[src/sv/broadcast_operand_index_generator_defines.svh]
// Assertion macros shared by the broadcast operand index generator
`ifndef BROADCAST_OPERAND_INDEX_GENERATOR_DEFINES_SVH
`define BROADCAST_OPERAND_INDEX_GENERATOR_DEFINES_SVH

// same-cycle implication
`define BOB_ASSERT_NOW(lbl, ante, cons, msg) \
    lbl: assert property (@(posedge clk) disable iff (!rst_n) (ante) |-> (cons)) \
        else $error(msg);

// next-cycle implication
`define BOB_ASSERT_NEXT(lbl, ante, cons, msg) \
    lbl: assert property (@(posedge clk) disable iff (!rst_n) (ante) |=> (cons)) \
        else $error(msg);

`endif

[src/sv/bob_pkg.sv]
// Shared constants for the broadcast operand index generator
package bob_pkg;

    localparam int IDX_W        = 48;
    localparam int SLICE_W      = 16;
    localparam int CFG_W        = 64;
    localparam int RANK_W       = 3;
    localparam int PADDR_W      = 5;
    localparam int STEP_BITS    = 4;
    localparam int MAX_RANK_DEF = 4;
    localparam int DIM_BITS_DEF = 16;

    localparam logic [CFG_W-1:0] DIMS_RESET = 64'h0001_0001_0001_0001;

    localparam logic [1:0] REG_LEFT_DIMS  = 2'd0;
    localparam logic [1:0] REG_RIGHT_DIMS = 2'd1;
    localparam logic [1:0] REG_LEFT_RANK  = 2'd2;
    localparam logic [1:0] REG_RIGHT_RANK = 2'd3;

endpackage

[src/sv/bob_div.sv]
// Pipelined restoring divider taking one coordinate off the running quotient
module bob_div #(
    parameter int MAX_RANK = 4,
    parameter int DIM_BITS = 16,
    parameter int SLOT     = 0
) (
    input  logic                      clk,
    input  logic                      rst_n,
    input  logic                      v_in,
    input  logic [bob_pkg::IDX_W-1:0] idx_in,
    input  logic [bob_pkg::IDX_W-1:0] quo_in,
    input  logic [DIM_BITS-1:0]       crd_in [MAX_RANK],
    input  logic [DIM_BITS-1:0]       divisor,
    input  logic                      hold_in,
    output logic                      v_out,
    output logic [bob_pkg::IDX_W-1:0] idx_out,
    output logic [bob_pkg::IDX_W-1:0] quo_out,
    output logic [DIM_BITS-1:0]       crd_out [MAX_RANK],
    output logic                      hold_out
);
    import bob_pkg::*;

    localparam int STEPS = IDX_W / STEP_BITS;

    logic                v_reg   [STEPS];
    logic [DIM_BITS-1:0] rem_reg [STEPS];
    logic [IDX_W-1:0]    q_reg   [STEPS];
    logic [IDX_W-1:0]    idx_reg [STEPS];
    logic [DIM_BITS-1:0] crd_reg [STEPS][MAX_RANK];
    logic                hold    [STEPS];

    genvar s;
    generate
        for (s = 0; s < STEPS; s++)
        begin : g_step
            logic                src_v;
            logic [DIM_BITS-1:0] src_rem;
            logic [IDX_W-1:0]    src_q;
            logic [IDX_W-1:0]    src_idx;
            logic [DIM_BITS-1:0] src_crd [MAX_RANK];
            logic [DIM_BITS-1:0] rem_next;
            logic [IDX_W-1:0]    q_next;

            if (s == 0)
            begin : g_src_in
                assign src_v   = v_in;
                assign src_rem = '0;
                assign src_q   = quo_in;
                assign src_idx = idx_in;
                assign src_crd = crd_in;
            end
            else
            begin : g_src_prev
                assign src_v   = v_reg[s-1];
                assign src_rem = rem_reg[s-1];
                assign src_q   = q_reg[s-1];
                assign src_idx = idx_reg[s-1];
                assign src_crd = crd_reg[s-1];
            end

            if (s == STEPS - 1)
            begin : g_hold_last
                assign hold[s] = v_reg[s] && hold_in;
            end
            else
            begin : g_hold_mid
                assign hold[s] = v_reg[s] && hold[s+1];
            end

            always_comb
            begin
                logic [DIM_BITS:0] part;
                rem_next = src_rem;
                q_next   = src_q;
                for (int b = 0; b < STEP_BITS; b++)
                begin
                    part   = {rem_next, q_next[IDX_W-1]};
                    q_next = {q_next[IDX_W-2:0], 1'b0};
                    if (part >= {1'b0, divisor})
                    begin
                        part      = part - {1'b0, divisor};
                        q_next[0] = 1'b1;
                    end
                    rem_next = part[DIM_BITS-1:0];
                end
            end

            always_ff @(posedge clk or negedge rst_n)
            begin
                if (!rst_n)
                    v_reg[s] <= 1'b0;
                else if (!hold[s])
                    v_reg[s] <= src_v;
            end

            always_ff @(posedge clk)
            begin
                if (!hold[s])
                begin
                    rem_reg[s] <= rem_next;
                    q_reg[s]   <= q_next;
                    idx_reg[s] <= src_idx;
                    crd_reg[s] <= src_crd;
                end
            end
        end
    endgenerate

    always_comb
    begin
        crd_out       = crd_reg[STEPS-1];
        crd_out[SLOT] = rem_reg[STEPS-1];
    end

    assign v_out    = v_reg[STEPS-1];
    assign idx_out  = idx_reg[STEPS-1];
    assign quo_out  = q_reg[STEPS-1];
    assign hold_out = hold[0];

endmodule

[config.mk]
export PLATFORM = sky130hd
export DESIGN_NAME = bob_div
export DESIGN_NICKNAME = d
export VERILOG_FILES = /design/src/sv/broadcast_operand_index_generator_defines.svh /design/src/sv/bob_pkg.sv /design/src/sv/bob_div.sv
export SDC_FILE = /design/constraint.sdc
export NUM_CORES = 2
export LEC_CHECK = 0
export BUFFER_PORTS_ARGS = -buffer_cell sky130_fd_sc_hd__buf_2
export CORE_UTILIZATION = 45
export DETAILED_ROUTE_END_ITERATION = 10
export GPL_TIMING_DRIVEN = 0
export PLACE_DENSITY = 0.72
export SYNTH_ARGS = -nofsm -noshare
export SYNTH_HDL_FRONTEND = slang
export SYNTH_SLANG_ARGS = --single-unit
[constraint.sdc]
create_clock -name clk -period 60.7 [get_ports clk]
set_input_delay 12.14 -clock clk [delete_from_list [all_inputs] [get_ports clk]]
set_output_delay 12.14 -clock clk [all_outputs]
set_load 0.005 [all_outputs]
==> results.md <==
* Run status: finished, final reports clean
* Row cnt at 172
* Setup repair bufs after CTS at 0
* Clock transition at the register clock pins on the worst setup and hold paths after CTS at 70 ps
* Cts-stage hold buffer count at 0
* Kind of end point of the critical path: primary output
* Post-synthesis sequential area ratio at slightly below 60%
* Average cell area after synthesis at 12.9 um2
* Count of vias placed by the detailed router at 64.8k
* Post-synthesis net count at 8743
* Required time at the worst-slack endpoint at 48560 ps
* Number of max-capacitance violations reported at 0
* Starting utilization of the core area at 45.4%
* CP endpoint: hold_out
* CTS resizes at 0
* Endpoint of the most critical register-to-register path: rem_reg[1][18]
* Horizontal extent of the die at 474 um
* Detailed Route Iter0 Violations at 4931
* Type of the worst min-delay path: reg2reg
* Number of top-level pins at ~340
* Area Overhead vs Synth at 13.5%
* Number of warning messages in the yosys log at 0
* Number of design rule violations left after detail routing at 0
* Post-synth top area cell: sky130_fd_sc_hd__edfxtp_1
* Minimum setup slack after placement at between 30000 and 40000 ps
* Final cell count without fillers at between 10k and 15k
* Global-route wire length before repair at 370000 um
* Top_reg_cell synth: sky130_fd_sc_hd__edfxtp_1
* DRT Pass-1 Iters at 6
* Wire length per cell after detailed routing at 21.1 um
* Final design utilization at 51.6%
* Clock tree skew after final layout at 76.4 ps
* Worst slew margin relative to its limit at 15.7%
* Max Used Layer: met5
* Number of instances in the synthesized netlist at 7762
* Met3 WL at 12200 um
* Number of synthesized flops with an enable pin at ~1.9k
* Origin of the critical flop-to-flop path: rem_reg[1][0]
* Start point of the critical path: hold_in
* Floorplan core area at ~220000 um2
* Number of register bits inferred by synthesis at 1932
* WL met2 at 115000 um
* Via count of the first global-routing pass at about 64k
* TritonCTS buffer count at between 150 and 200
* R2r worst-path depth at 50
* Crit path arrival time at approximately 17000 ps
* DP Wirelength at 173000 um
* Max FO, Critical Path at 50
* Fin crit period at 29480 ps
* Level count of the clock H-tree at 4
* Root buffer cell: sky130_fd_sc_hd__clkbuf_16
* Total Die Area at 225000 um2
* Later-pin clock latency in the skew report at around 900 ps
* Global router's overall resource usage at a little over a fifth
* Post-Route M1 WL at 106000 um
* Height of the die at about 470 um
* Layout cells sized above 1 at about 14%
* Port Buf Inserts at between 300 and 400
* Cell area after technology mapping at about 100000 um2
* Transition time of the tightest slew-check pin at about 1200 ps
* PnR worst setup slack at 31220 ps
* Kind of critical path: in2out
* Final Hold Fails at 0
* Routability congestion estimate at about 0.90
* TritonCTS clock tree: yes
* Setup repair after global routing missed its margin: no
* Number of antenna-violating nets in the routed design at 0
* Async S/R FF share, synth at 0.621%
* Top-area cell type share of the netlist area at 57.5%
* Final wirelength at between 200000 and 250000 um
* Element type at the critical path start: input port
* Mean number of vias per cell at 5.65
* Final Max Slew Viols at 0
* Max Buffers Root-to-Sink at 3
* Antenna violations before repair at 9
* GR Overflow Total at 0
* Final worst hold slack at 364 ps
* Finish-stage setup viols at 0
* Top cells by area in the synthesized netlist: sky130_fd_sc_hd__edfxtp_1 (58%), sky130_fd_sc_hd__ha_1 (9.4%), sky130_fd_sc_hd__mux2_2 (3.9%)
* Register-to-register setup slack at 46330 ps
* Pin count of the biggest net entering global routing at 102
* Number of sinks handled by clock tree synthesis at 1932
* Achievable frequency at approximately 0.034 GHz
* Post-placement cell count at 11.1k
* Unique cell type count in the Yosys netlist at 101
* # nets final at 9325
* Crit share post-route at 48.6%
cells by family after synthesis:
logic type | count (synthesis) | synth area share (%)
multiplexers | 424 | 4.68
XOR/XNOR | 528 | 4.61
AO/OA/AOI/OAI | 1894 | 12.3
AND/OR/NAND/NOR | 1677 | 8.18
flip-flops | 1932 | 57.8
adder cells (fa/ha/maj) | 801 | 10.3
buffers and inverters | 506 | 2.11
cell usage after synthesis, types with 23 or more instances:
cell type / count
sky130_fd_sc_hd__o31ai_1: 49
sky130_fd_sc_hd__or2_2: 39
sky130_fd_sc_hd__ha_1: 754
sky130_fd_sc_hd__fa_1: 47
sky130_fd_sc_hd__a21oi_1: 527
sky130_fd_sc_hd__nand2b_1: 88
sky130_fd_sc_hd__clkbuf_1: 60
sky130_fd_sc_hd__o21a_1: 115
sky130_fd_sc_hd__nor3_1: 151
sky130_fd_sc_hd__xor2_1: 174
sky130_fd_sc_hd__mux2i_1: 66
sky130_fd_sc_hd__and2_1: 25
sky130_fd_sc_hd__o211ai_1: 47
sky130_fd_sc_hd__nor2b_1: 111
sky130_fd_sc_hd__nand4_1: 105
sky130_fd_sc_hd__a21boi_0: 63
sky130_fd_sc_hd__a211o_1: 29
sky130_fd_sc_hd__edfxtp_1: 1920
sky130_fd_sc_hd__nor2_1: 427
sky130_fd_sc_hd__a31oi_1: 51
sky130_fd_sc_hd__xnor2_1: 354
sky130_fd_sc_hd__o31a_1: 24
sky130_fd_sc_hd__a21o_1: 234
sky130_fd_sc_hd__nand3_1: 98
sky130_fd_sc_hd__a211oi_1: 55
sky130_fd_sc_hd__or3_1: 41
sky130_fd_sc_hd__o21bai_1: 67
sky130_fd_sc_hd__nand2_1: 437
sky130_fd_sc_hd__inv_1: 356
sky130_fd_sc_hd__mux2_2: 351
sky130_fd_sc_hd__o21ai_0: 424
sky130_fd_sc_hd__and3_1: 51
sky130_fd_sc_hd__nor4_1: 23
sky130_fd_sc_hd__buf_4: 49
through the flow:
stage / area [um2] / setup TNS (ps)
5_1_grt: 114000 / 0
3_5_place_dp: 107000 / 0
2_1_floorplan: 100000 / 0
3_3_place_gp: 106000 / -65.5
4_1_cts: 114000 / 0
6_report: 114000 / 0
area by class of cell:
| type | count | area [um2] |
|---|---|---|
| timing repair buffer | 383 | 3040 |
| inverter | 365 | 1430 |
| clock buffer | 229 | 5090 |
| tap | 2958 | 3700 |
| clock inverter | 142 | 1530 |
| antenna | 5 | 12.5 |
| fill | 18400 | 107000 |
| buffer | 141 | 743 |
| multi-input combinational | 5324 | 40300 |
| sequential | 1932 | 58000 |
layout by cell type, fill, tap and decap left out, drive strengths merged, types with 17 or more instances in the layout:
| cell type | synthesis | final |
|---|---|---|
| o221ai | 22 | 22 |
| mux2 | 358 | 358 |
| a211oi | 56 | 56 |
| and3 | 51 | 51 |
| nor2 | 429 | 429 |
| xnor2 | 354 | 354 |
| mux2i | 66 | 66 |
| clkbuf | 60 | 289 |
| a41oi | 17 | 17 |
| nand3 | 99 | 99 |
| o31a | 24 | 24 |
| or3 | 41 | 41 |
| nor3 | 152 | 152 |
| nand4 | 105 | 105 |
| a21oi | 527 | 527 |
| nand2b | 88 | 88 |
| o21a | 115 | 115 |
| xor2 | 174 | 174 |
| o21bai | 67 | 67 |
| and2 | 25 | 25 |
| nand2 | 438 | 438 |
| clkinvlp | 0 | 18 |
| a221o | 17 | 17 |
| clkinv | 2 | 93 |
| or2 | 39 | 39 |
| a21o | 234 | 234 |
| ha | 754 | 754 |
| a211o | 29 | 29 |
| edfxtp | 1920 | 1920 |
| o211ai | 49 | 49 |
| inv | 363 | 377 |
| a21boi | 64 | 64 |
| nor2b | 111 | 111 |
| o31ai | 51 | 51 |
| a31oi | 53 | 53 |
| buf | 81 | 464 |
| o21ai | 426 | 426 |
| bufinv | 0 | 19 |
| nor4 | 24 | 24 |
| fa | 47 | 47 |
critical path: stages:
cell and delay, ps:
sky130_fd_sc_hd__buf_2 150, sky130_fd_sc_hd__nand3_4 550, sky130_fd_sc_hd__nor2_1 830, sky130_fd_sc_hd__nand3_4 750, sky130_fd_sc_hd__nor2_1 910, sky130_fd_sc_hd__nand3_4 460, sky130_fd_sc_hd__inv_1 350, sky130_fd_sc_hd__nand3_4 480
sky130_fd_sc_hd__buf_16 380, sky130_fd_sc_hd__inv_1 100, sky130_fd_sc_hd__buf_2 110
worst min-delay path by stage:
stage	start	to	slack [ps]	cells after the start
after floorplan	crd_reg[0][36]	crd_reg[0][100]	400	0
after global placement	idx_reg[2][17]	idx_reg[2][65]	400	0
after detailed placement	crd_reg[0][70]	crd_reg[0][134]	400	0
after CTS	q_reg[0][32]	q_reg[0][84]	350	0
after global routing	q_reg[0][32]	q_reg[0][84]	360	0
final	q_reg[0][32]	q_reg[0][84]	360	0
per-layer routing:
metal,up-vias,GRT usage [%]
met4,4,8.32
li1,30800,-
met5,-,0
met2,1920,35.7
met1,31600,28.3
met3,493,2.71
Power is left out: the tool's default activity adds up to more than one toggle a clock period on the data nets, which glitch-free logic cannot reach.
